### config.mk
export PLATFORM = sky130hd
export DESIGN_NAME = greedy_text_justifier
export DESIGN_NICKNAME = d
export VERILOG_FILES = /design/src/sv/gtj_pkg.sv /design/src/sv/gtj_ram.sv /design/src/sv/gtj_div.sv /design/src/sv/greedy_text_justifier.sv
export SDC_FILE = /design/constraint.sdc
export NUM_CORES = 1
export LEC_CHECK = 0
export BUFFER_PORTS_ARGS = -buffer_cell sky130_fd_sc_hd__buf_2
export CAP_MARGIN = 20
export CORE_ASPECT_RATIO = 1.25
export CORE_MARGIN = 8
export CORE_UTILIZATION = 40
export DETAILED_ROUTE_END_ITERATION = 10
export SLEW_MARGIN = 20
export SYNTH_ARGS = -nofsm -noshare
export SYNTH_HDL_FRONTEND = slang
export SYNTH_HIERARCHICAL = 1
export SYNTH_SLANG_ARGS = --single-unit
export TNS_END_PERCENT = 50
### constraint.sdc
create_clock -name aclk -period 6 [get_ports aclk]
set_input_delay 0 -clock aclk [delete_from_list [all_inputs] [get_ports aclk]]
set_output_delay 0 -clock aclk [all_outputs]
set_load 0.02 [all_outputs]
### src/sv/gtj_pkg.sv
// Shared types and constants for the greedy text justifier.
`timescale 1ns / 1ps
`default_nettype none

package gtj_pkg;

    // Width of a word length, a line width and a space count.
    localparam int WORD_W     = 7;
    // Stream data widths, rounded up to whole bytes, and the result user width.
    localparam int IN_DATA_W  = 8;
    localparam int OUT_DATA_W = 16;
    localparam int OUT_USER_W = 2;

    localparam logic [WORD_W-1:0] WIDTH_RESET = 7'd16;

    typedef enum logic [2:0] {
        ST_IDLE,
        ST_DECIDE,
        ST_FL_PREP,
        ST_FL_DIV,
        ST_FL_RD,
        ST_FL_OUT,
        ST_APPEND,
        ST_LONG
    } gtj_state_t;

    typedef struct packed {
        logic busy;
        logic done;
    } gtj_div_stat_t;

endpackage

`default_nettype wire

### src/sv/gtj_ram.sv
// Generic single-write, single-read RAM with registered read data.
`timescale 1ns / 1ps
`default_nettype none

module gtj_ram #(
    parameter int DATA_W = 8,
    parameter int DEPTH  = 32,
    parameter int ADDR_W = (DEPTH > 1) ? $clog2(DEPTH) : 1
) (
    input  wire logic              aclk,
    input  wire logic              we,
    input  wire logic [ADDR_W-1:0] waddr,
    input  wire logic [DATA_W-1:0] wdata,
    input  wire logic              re,
    input  wire logic [ADDR_W-1:0] raddr,
    output logic      [DATA_W-1:0] rdata
);

    logic [DATA_W-1:0] mem_array [DEPTH];
    logic [DATA_W-1:0] rdata_reg;

    always_ff @(posedge aclk) begin
        if (we) begin
            mem_array[waddr] <= wdata;
        end
        if (re) begin
            rdata_reg <= mem_array[raddr];
        end
    end

    assign rdata = rdata_reg;

endmodule

`default_nettype wire

### src/sv/gtj_div.sv
// Restoring divider, one quotient bit per cycle, for sharing spare spaces among gaps.
`timescale 1ns / 1ps
`default_nettype none

module gtj_div
    import gtj_pkg::*;
#(
    parameter int DIVR_W = 6
) (
    input  wire logic              aclk,
    input  wire logic              aresetn,
    input  wire logic              start,
    input  wire logic [WORD_W-1:0] dividend,
    input  wire logic [DIVR_W-1:0] divisor,
    output gtj_div_stat_t          stat,
    output logic      [WORD_W-1:0] quotient,
    output logic      [DIVR_W-1:0] remainder
);

    localparam int STEP_W = $clog2(WORD_W);
    localparam logic [STEP_W-1:0] LAST_STEP = STEP_W'(WORD_W - 1);

    logic [WORD_W-1:0] quo_reg, quo_next;
    logic [DIVR_W-1:0] rem_reg, rem_next;
    logic [DIVR_W-1:0] dvs_reg, dvs_next;
    logic [STEP_W-1:0] step_reg, step_next;
    logic              busy_reg, busy_next;
    logic              done_reg, done_next;

    logic [DIVR_W:0]   trial;
    logic [DIVR_W:0]   diff;
    logic              ge;

    always_comb begin
        trial = {rem_reg, quo_reg[WORD_W-1]};
        diff  = trial - {1'b0, dvs_reg};
        ge    = (trial >= {1'b0, dvs_reg});

        quo_next  = quo_reg;
        rem_next  = rem_reg;
        dvs_next  = dvs_reg;
        step_next = step_reg;
        busy_next = busy_reg;
        done_next = 1'b0;

        if (start) begin
            quo_next  = dividend;
            rem_next  = '0;
            dvs_next  = divisor;
            step_next = '0;
            busy_next = 1'b1;
        end else if (busy_reg) begin
            rem_next  = ge ? diff[DIVR_W-1:0] : trial[DIVR_W-1:0];
            quo_next  = {quo_reg[WORD_W-2:0], ge};
            step_next = step_reg + STEP_W'(1);
            if (step_reg == LAST_STEP) begin
                busy_next = 1'b0;
                done_next = 1'b1;
            end
        end
    end

    always_ff @(posedge aclk) begin
        if (!aresetn) begin
            busy_reg <= 1'b0;
            done_reg <= 1'b0;
            step_reg <= '0;
        end else begin
            busy_reg <= busy_next;
            done_reg <= done_next;
            step_reg <= step_next;
        end
        quo_reg <= quo_next;
        rem_reg <= rem_next;
        dvs_reg <= dvs_next;
    end

    assign stat.busy = busy_reg;
    assign stat.done = done_reg;
    assign quotient  = quo_reg;
    assign remainder = rem_reg;

endmodule

`default_nettype wire

### src/sv/greedy_text_justifier.sv
// Top level of the greedy text justifier: sequencer, line buffer, divider and output register.
//
// The block packs a stream of word lengths greedily into lines of line_width
// characters and, whenever a line closes, sends one result per word of it.
// Input requests arrive on s_tvalid/s_tready/s_tdata with s_tlast marking
// the final word of the text. Results leave on m_tvalid/m_tready/m_tdata,
// with m_tuser carrying line_end and too_long and m_tlast marking the last
// result caused by one input request. The line width is written through
// cfg_valid/cfg_ready/cfg_data, which is always ready; write it only while
// the block is idle.
//
// One input request is taken at a time; s_tready is high only in the idle
// state. A word that just joins the open line passes through the decide and
// append states. Closing a line takes a setup state, then, when a full line
// has at least one gap, the bit-serial divider, then a read and an output
// state per word, from the registered read of the line buffer RAM. A
// stalled receiver simply holds the sequencer at the output register;
// nothing is dropped. Reset (aresetn low, synchronous) empties the line,
// clears the output valid flag and sets the line width to 16.
`timescale 1ns / 1ps
`default_nettype none

module greedy_text_justifier
    import gtj_pkg::*;
#(
    parameter int MAX_LINE_WIDTH = 64,
    parameter int MAX_LINE_WORDS = 32
) (
    input  wire logic                  aclk,
    input  wire logic                  aresetn,
    // Configuration write: cfg_data is line_width.
    input  wire logic                  cfg_valid,
    output logic                       cfg_ready,
    input  wire logic [WORD_W-1:0]     cfg_data,
    // Input words.
    input  wire logic                  s_tvalid,
    output logic                       s_tready,
    input  wire logic [IN_DATA_W-1:0]  s_tdata,   // [6:0] word_length, [7] zero
    input  wire logic                  s_tlast,   // final_word
    // Results.
    output logic                       m_tvalid,
    input  wire logic                  m_tready,
    output logic [OUT_DATA_W-1:0]      m_tdata,   // [6:0] out_word_length,
                                                  // [13:7] spaces_after, [15:14] zero
    output logic [OUT_USER_W-1:0]      m_tuser,   // [0] line_end, [1] too_long
    output logic                       m_tlast    // run_last
);

    // Count of buffered words must reach MAX_LINE_WORDS; the RAM index need not.
    localparam int CNT_W = $clog2(MAX_LINE_WORDS + 1);
    localparam int IDX_W = (MAX_LINE_WORDS > 1) ? $clog2(MAX_LINE_WORDS) : 1;
    localparam logic [WORD_W-1:0] MAX_W     = WORD_W'(MAX_LINE_WIDTH);
    localparam logic [CNT_W-1:0]  MAX_WORDS = CNT_W'(MAX_LINE_WORDS);

    gtj_state_t state_reg, state_next;

    logic [WORD_W-1:0] width_reg;
    logic [WORD_W-1:0] len_reg, len_next;
    logic              fin_reg, fin_next;
    logic              last_mode_reg, last_mode_next;
    logic [CNT_W-1:0]  count_reg, count_next;
    logic [WORD_W-1:0] used_reg, used_next;
    logic [CNT_W-1:0]  idx_reg, idx_next;
    logic [WORD_W-1:0] spare_reg, spare_next;

    logic              m_tvalid_reg, m_tvalid_next;
    logic [WORD_W-1:0] out_len_reg, out_len_next;
    logic [WORD_W-1:0] out_sp_reg, out_sp_next;
    logic              out_end_reg, out_end_next;
    logic              out_long_reg, out_long_next;
    logic              out_last_reg, out_last_next;

    logic [WORD_W-1:0] eff_w;
    logic              long_c;
    logic              fit_fail;
    logic              need_flush;
    logic [CNT_W-1:0]  gaps;
    logic [WORD_W-1:0] base;
    logic [WORD_W-1:0] spare_c;
    logic              div_start;
    logic              slot_free;
    logic              is_end;
    logic [WORD_W-1:0] sp_out;
    logic              out_load;
    logic              ram_we;
    logic              ram_re;
    logic [WORD_W-1:0] ram_rdata;

    gtj_div_stat_t     div_stat;
    logic [WORD_W-1:0] div_quo;
    logic [CNT_W-1:0]  div_rem;

    // The width register is clamped to 1..MAX_LINE_WIDTH on use, so zero acts as 1.
    always_comb begin
        if (width_reg == '0) begin
            eff_w = WORD_W'(1);
        end else if (width_reg > MAX_W) begin
            eff_w = MAX_W;
        end else begin
            eff_w = width_reg;
        end
    end

    // Decision terms; the sum needs one extra bit before the compare.
    assign long_c     = (len_reg > eff_w);
    assign fit_fail   = (({1'b0, used_reg} + 8'd1 + {1'b0, len_reg}) > {1'b0, eff_w});
    assign need_flush = (count_reg != '0) &&
                        (long_c || fit_fail || (count_reg >= MAX_WORDS));

    // A full line shares w minus the bare word lengths; a last line only pads
    // the tail. Either value clamps at zero when the width was narrowed.
    assign gaps    = count_reg - CNT_W'(1);
    assign base    = last_mode_reg ? used_reg : (used_reg - WORD_W'(gaps));
    assign spare_c = (base < eff_w) ? (eff_w - base) : '0;

    assign div_start = (state_reg == ST_FL_PREP) && !last_mode_reg && (gaps != '0);
    assign slot_free = !m_tvalid_reg || m_tready;
    assign is_end    = (idx_reg == gaps);

    // Spaces after the word at idx_reg while a line is being sent.
    always_comb begin
        if (last_mode_reg) begin
            sp_out = is_end ? spare_reg : WORD_W'(1);
        end else if (is_end) begin
            sp_out = (gaps == '0) ? spare_reg : '0;
        end else begin
            sp_out = div_quo + ((idx_reg < div_rem) ? WORD_W'(1) : WORD_W'(0));
        end
    end

    // Next state.
    always_comb begin
        state_next = state_reg;
        unique case (state_reg)
            ST_IDLE: begin
                if (s_tvalid) begin
                    state_next = ST_DECIDE;
                end
            end
            ST_DECIDE: begin
                priority if (need_flush) begin
                    state_next = ST_FL_PREP;
                end else if (long_c) begin
                    state_next = ST_LONG;
                end else begin
                    state_next = ST_APPEND;
                end
            end
            ST_FL_PREP: begin
                state_next = div_start ? ST_FL_DIV : ST_FL_RD;
            end
            ST_FL_DIV: begin
                if (div_stat.done) begin
                    state_next = ST_FL_RD;
                end
            end
            ST_FL_RD: begin
                state_next = ST_FL_OUT;
            end
            ST_FL_OUT: begin
                if (slot_free) begin
                    priority if (!is_end) begin
                        state_next = ST_FL_RD;
                    end else if (last_mode_reg) begin
                        state_next = ST_IDLE;
                    end else if (long_c) begin
                        state_next = ST_LONG;
                    end else begin
                        state_next = ST_APPEND;
                    end
                end
            end
            ST_APPEND: begin
                state_next = fin_reg ? ST_FL_PREP : ST_IDLE;
            end
            ST_LONG: begin
                if (slot_free) begin
                    state_next = ST_IDLE;
                end
            end
            default: begin
                state_next = ST_IDLE;
            end
        endcase
    end

    // Datapath and strobes per state.
    always_comb begin
        len_next       = len_reg;
        fin_next       = fin_reg;
        last_mode_next = last_mode_reg;
        count_next     = count_reg;
        used_next      = used_reg;
        idx_next       = idx_reg;
        spare_next     = spare_reg;
        out_len_next   = out_len_reg;
        out_sp_next    = out_sp_reg;
        out_end_next   = out_end_reg;
        out_long_next  = out_long_reg;
        out_last_next  = out_last_reg;
        out_load       = 1'b0;
        ram_we         = 1'b0;
        ram_re         = 1'b0;

        unique case (state_reg)
            ST_IDLE: begin
                if (s_tvalid) begin
                    len_next = s_tdata[WORD_W-1:0];
                    fin_next = s_tlast;
                end
            end
            ST_DECIDE: begin
                last_mode_next = 1'b0;
            end
            ST_FL_PREP: begin
                idx_next   = '0;
                spare_next = spare_c;
            end
            ST_FL_DIV: begin
            end
            ST_FL_RD: begin
                ram_re = 1'b1;
            end
            ST_FL_OUT: begin
                if (slot_free) begin
                    out_load      = 1'b1;
                    out_len_next  = ram_rdata;
                    out_sp_next   = sp_out;
                    out_end_next  = is_end;
                    out_long_next = 1'b0;
                    // Nothing follows a last line; a full line is followed by
                    // output only for a long word or a final word.
                    out_last_next = is_end && (last_mode_reg || !(long_c || fin_reg));
                    if (is_end) begin
                        count_next = '0;
                        used_next  = '0;
                    end else begin
                        idx_next = idx_reg + CNT_W'(1);
                    end
                end
            end
            ST_APPEND: begin
                ram_we         = 1'b1;
                used_next      = used_reg + len_reg +
                                 ((count_reg != '0) ? WORD_W'(1) : WORD_W'(0));
                count_next     = count_reg + CNT_W'(1);
                last_mode_next = 1'b1;
            end
            ST_LONG: begin
                if (slot_free) begin
                    out_load      = 1'b1;
                    out_len_next  = len_reg;
                    out_sp_next   = '0;
                    out_end_next  = 1'b1;
                    out_long_next = 1'b1;
                    out_last_next = 1'b1;
                end
            end
            default: begin
            end
        endcase

        m_tvalid_next = out_load || (m_tvalid_reg && !m_tready);
    end

    always_ff @(posedge aclk) begin
        if (!aresetn) begin
            state_reg    <= ST_IDLE;
            width_reg    <= WIDTH_RESET;
            count_reg    <= '0;
            used_reg     <= '0;
            m_tvalid_reg <= 1'b0;
        end else begin
            state_reg    <= state_next;
            count_reg    <= count_next;
            used_reg     <= used_next;
            m_tvalid_reg <= m_tvalid_next;
            if (cfg_valid) begin
                width_reg <= cfg_data;
            end
        end
        len_reg       <= len_next;
        fin_reg       <= fin_next;
        last_mode_reg <= last_mode_next;
        idx_reg       <= idx_next;
        spare_reg     <= spare_next;
        out_len_reg   <= out_len_next;
        out_sp_reg    <= out_sp_next;
        out_end_reg   <= out_end_next;
        out_long_reg  <= out_long_next;
        out_last_reg  <= out_last_next;
    end

    // Words of the open line.
    gtj_ram #(
        .DATA_W (WORD_W),
        .DEPTH  (MAX_LINE_WORDS)
    ) u_ram (
        .aclk  (aclk),
        .we    (ram_we),
        .waddr (count_reg[IDX_W-1:0]),
        .wdata (len_reg),
        .re    (ram_re),
        .raddr (idx_reg[IDX_W-1:0]),
        .rdata (ram_rdata)
    );

    // Spare spaces divided among the gaps of a full line.
    gtj_div #(
        .DIVR_W (CNT_W)
    ) u_div (
        .aclk      (aclk),
        .aresetn   (aresetn),
        .start     (div_start),
        .dividend  (spare_c),
        .divisor   (gaps),
        .stat      (div_stat),
        .quotient  (div_quo),
        .remainder (div_rem)
    );

    assign cfg_ready = 1'b1;
    assign s_tready  = (state_reg == ST_IDLE);
    assign m_tvalid  = m_tvalid_reg;
    assign m_tdata   = {{(OUT_DATA_W - 2 * WORD_W){1'b0}}, out_sp_reg, out_len_reg};
    assign m_tuser   = {out_long_reg, out_end_reg};
    assign m_tlast   = out_last_reg;

`ifndef NO_ASSERTIONS
    a_count_bound: assert property (@(posedge aclk) disable iff (!aresetn)
        count_reg <= MAX_WORDS)
        else $error("line word count beyond buffer depth");

    a_used_bound: assert property (@(posedge aclk) disable iff (!aresetn)
        used_reg <= MAX_W)
        else $error("used line width beyond maximum width");

    a_long_alone: assert property (@(posedge aclk) disable iff (!aresetn)
        m_tvalid_reg && out_long_reg |-> out_end_reg && out_last_reg && (out_sp_reg == '0))
        else $error("too-long word not placed alone");

    a_last_ends_line: assert property (@(posedge aclk) disable iff (!aresetn)
        m_tvalid_reg && out_last_reg |-> out_end_reg)
        else $error("last result of a request does not end a line");

    a_div_idle_start: assert property (@(posedge aclk) disable iff (!aresetn)
        div_start |-> !div_stat.busy)
        else $error("divider started while busy");

    a_one_at_a_time: assert property (@(posedge aclk) disable iff (!aresetn)
        s_tvalid && s_tready |=> !s_tready)
        else $error("second request taken before the first was handled");
`endif

endmodule

`default_nettype wire
==> results.json <==
{
  "status": "complete, no violations",
  "die_area_um2": 43500,
  "cts-root-buf": "clkbuf_16",
  "grt_use_total_pct": 14.6,
  "dr.first_iter.drc_count": 487,
  "end_kind": "register",
  "ioPinCount": 43,
  "required_ns": 6.43,
  "place.gp.congestion": 0.817,
  "maxCapViolations": 0,
  "drt_pass1_iterations": 5,
  "detail-route-antenna-nets": 0,
  "yosys_warnings": 6,
  "initial_core_util_pct": 40.2,
  "dp_hpwl_um": 20900,
  "tritoncts": "done",
  "setup_viol": 0,
  "min_path_type": "in2reg",
  "fin_crit_sh_pct": 71.2,
  "maxClockFrequency_mhz": 234,
  "crit_path_frequent_cell": "xnor2_1",
  "fin_skew_ns": 0.0139,
  "clock_latency_ns": 0.57,
  "cp_max_fo": 15,
  "synthCells": 998,
  "grt_pass1_vias": 8620,
  "crit_type": "reg2reg",
  "final_util_pct": 45.9,
  "portBuffers": 38,
  "die_w_um": 188,
  "slowest_stage": "dfxtp_1",
  "clk_pin_slew_ns": 0.06,
  "slew_headroom_pct": 37.2,
  "finalSetupTns_ns": 0,
  "route.detailed.drc": 0,
  "start_kind": "register",
  "cts_num_sinks": 318,
  "area_growth_pct": 14.1,
  "grt_pass1_wl_um": 49500,
  "place_area_um2": 15500,
  "netlist_area_um2": 14800,
  "diodes": 0,
  "peakVddDrop_mv": 0.185,
  "drive_gt1_share_pct": 18.9,
  "final_common_cell": "edfxtp_1",
  "rows": 79,
  "design_area_um2": 16900,
  "core_area_um2": 36900,
  "overflow": 0,
  "syn_area_per_cell_um2": 14.9,
  "power_mw": 6.79,
  "wl_per_cell_um": 20.1,
  "dieHeight_um": 231,
  "slowest_delay_ns": 0.83,
  "final_cell_mix": "edfxtp_1 (283), nor2_1 (93), mux4_2 (70)",
  "h-tree-depth": 1,
  "clockBufferDepth": 3,
  "num_vias": 8508,
  "worst_ep_arrival_time_ns": 4.70,
  "path_cells": "nor3_1 > xnor2_1 > ha_1 > xnor2_1 > nor2_1 > a21oi_1 > ha_1 > o211ai_1 > o211ai_1 > maj3_1 > xnor2_1 > a2111oi_0 > mux2_2",
  "viasPerCell": 5.37,
  "routed_wl_um": 31900,
  "power.density_nw_per_um2": 402,
  "nNetsFinal": 1150,
  "cts_buffers": 31,
  "finalHoldViolations": 0,
  "tightestPinTransition_ns": 0.942,
  "largest_reg_flops": 224,
  "leakagePower_nw": 5.89,
  "grt_setup_unrepaired": "no",
  "fin_crit_ns": 4.27,
  "cts_resized": 0,
  "antenna_found_initial": 0,
  "maxSlewViolCount": 0,
  "top_register": "u_ram/mem_array",
  "fill_cells": 3244,
  "grt_max_degree": 61
}
-- through the flow --
stage	worst slack (ns)	hold WS [ns]	cells
2_1_floorplan	2.26	0.0989	999
3_5_place_dp	1.71	0.178	1490
5_1_grt	1.39	0.149	1583
6_report	1.73	0.152	1583
3_3_place_gp	1.73	0.178	1490
4_1_cts	1.66	0.123	1582
-- critical path, delay by kind of cell, from the launching register on --
kind | cells | cell delay [ns]
flops | 1 | 0.83
mux | 1 | 0.27
fa+ha+maj | 3 | 1.07
compound gates | 4 | 0.97
xor+xnor | 3 | 0.75
simple gates | 2 | 0.22
-- final cells by class --
type                    count  area (um^2)  share of cell area, %
clock buffers              40          880                   5.20
flip-flops and latches    318         9200                   54.4
inverters                  51          191                   1.13
clock inverters            18          221                   1.31
repair buffers             86          633                   3.74
multi-input cells         584         5180                   30.6
well taps                 486          608                   3.60
-- layer usage --
layer | routed length, um | GRT usage (%) | vias to the layer above | share of wire [%]
met5 | 0 | 0 | - | 0
met4 | 1090 | 5.79 | 0 | 3.4
met3 | 1440 | 2.51 | 60 | 4.5
met2 | 16200 | 25.7 | 199 | 51
met1 | 13100 | 17.6 | 4317 | 41
li1 | - | - | 3932 | -
-- timing repair --
action | 4_1_cts | 5_1_grt
hold endpoints to repair | 32 | 0
setup buffers | 0 | 0
hold buffers | 34 | 0
-- power breakdown --
part,switching (mW),internal [mW]
Sequential,0.170,2.71
Combinational,1.03,0.818
Clock,0.823,1.24
Total,2.02,4.77
-- final timing paths --
check / startpoint / cells past startpoint / end / slack, ns
worst min register to register: used_reg[6] / 2 / used_reg[6] / 0.50
worst min-delay path: s_tdata[1] / 2 / len_reg[1] / 0.15
worst max-delay path: count_reg[2] / 13 / u_div/quotient[5] / 1.73
worst max register to register: count_reg[2] / 13 / u_div/quotient[5] / 1.73
No activity file was read; power rests on OpenSTA's default activity.
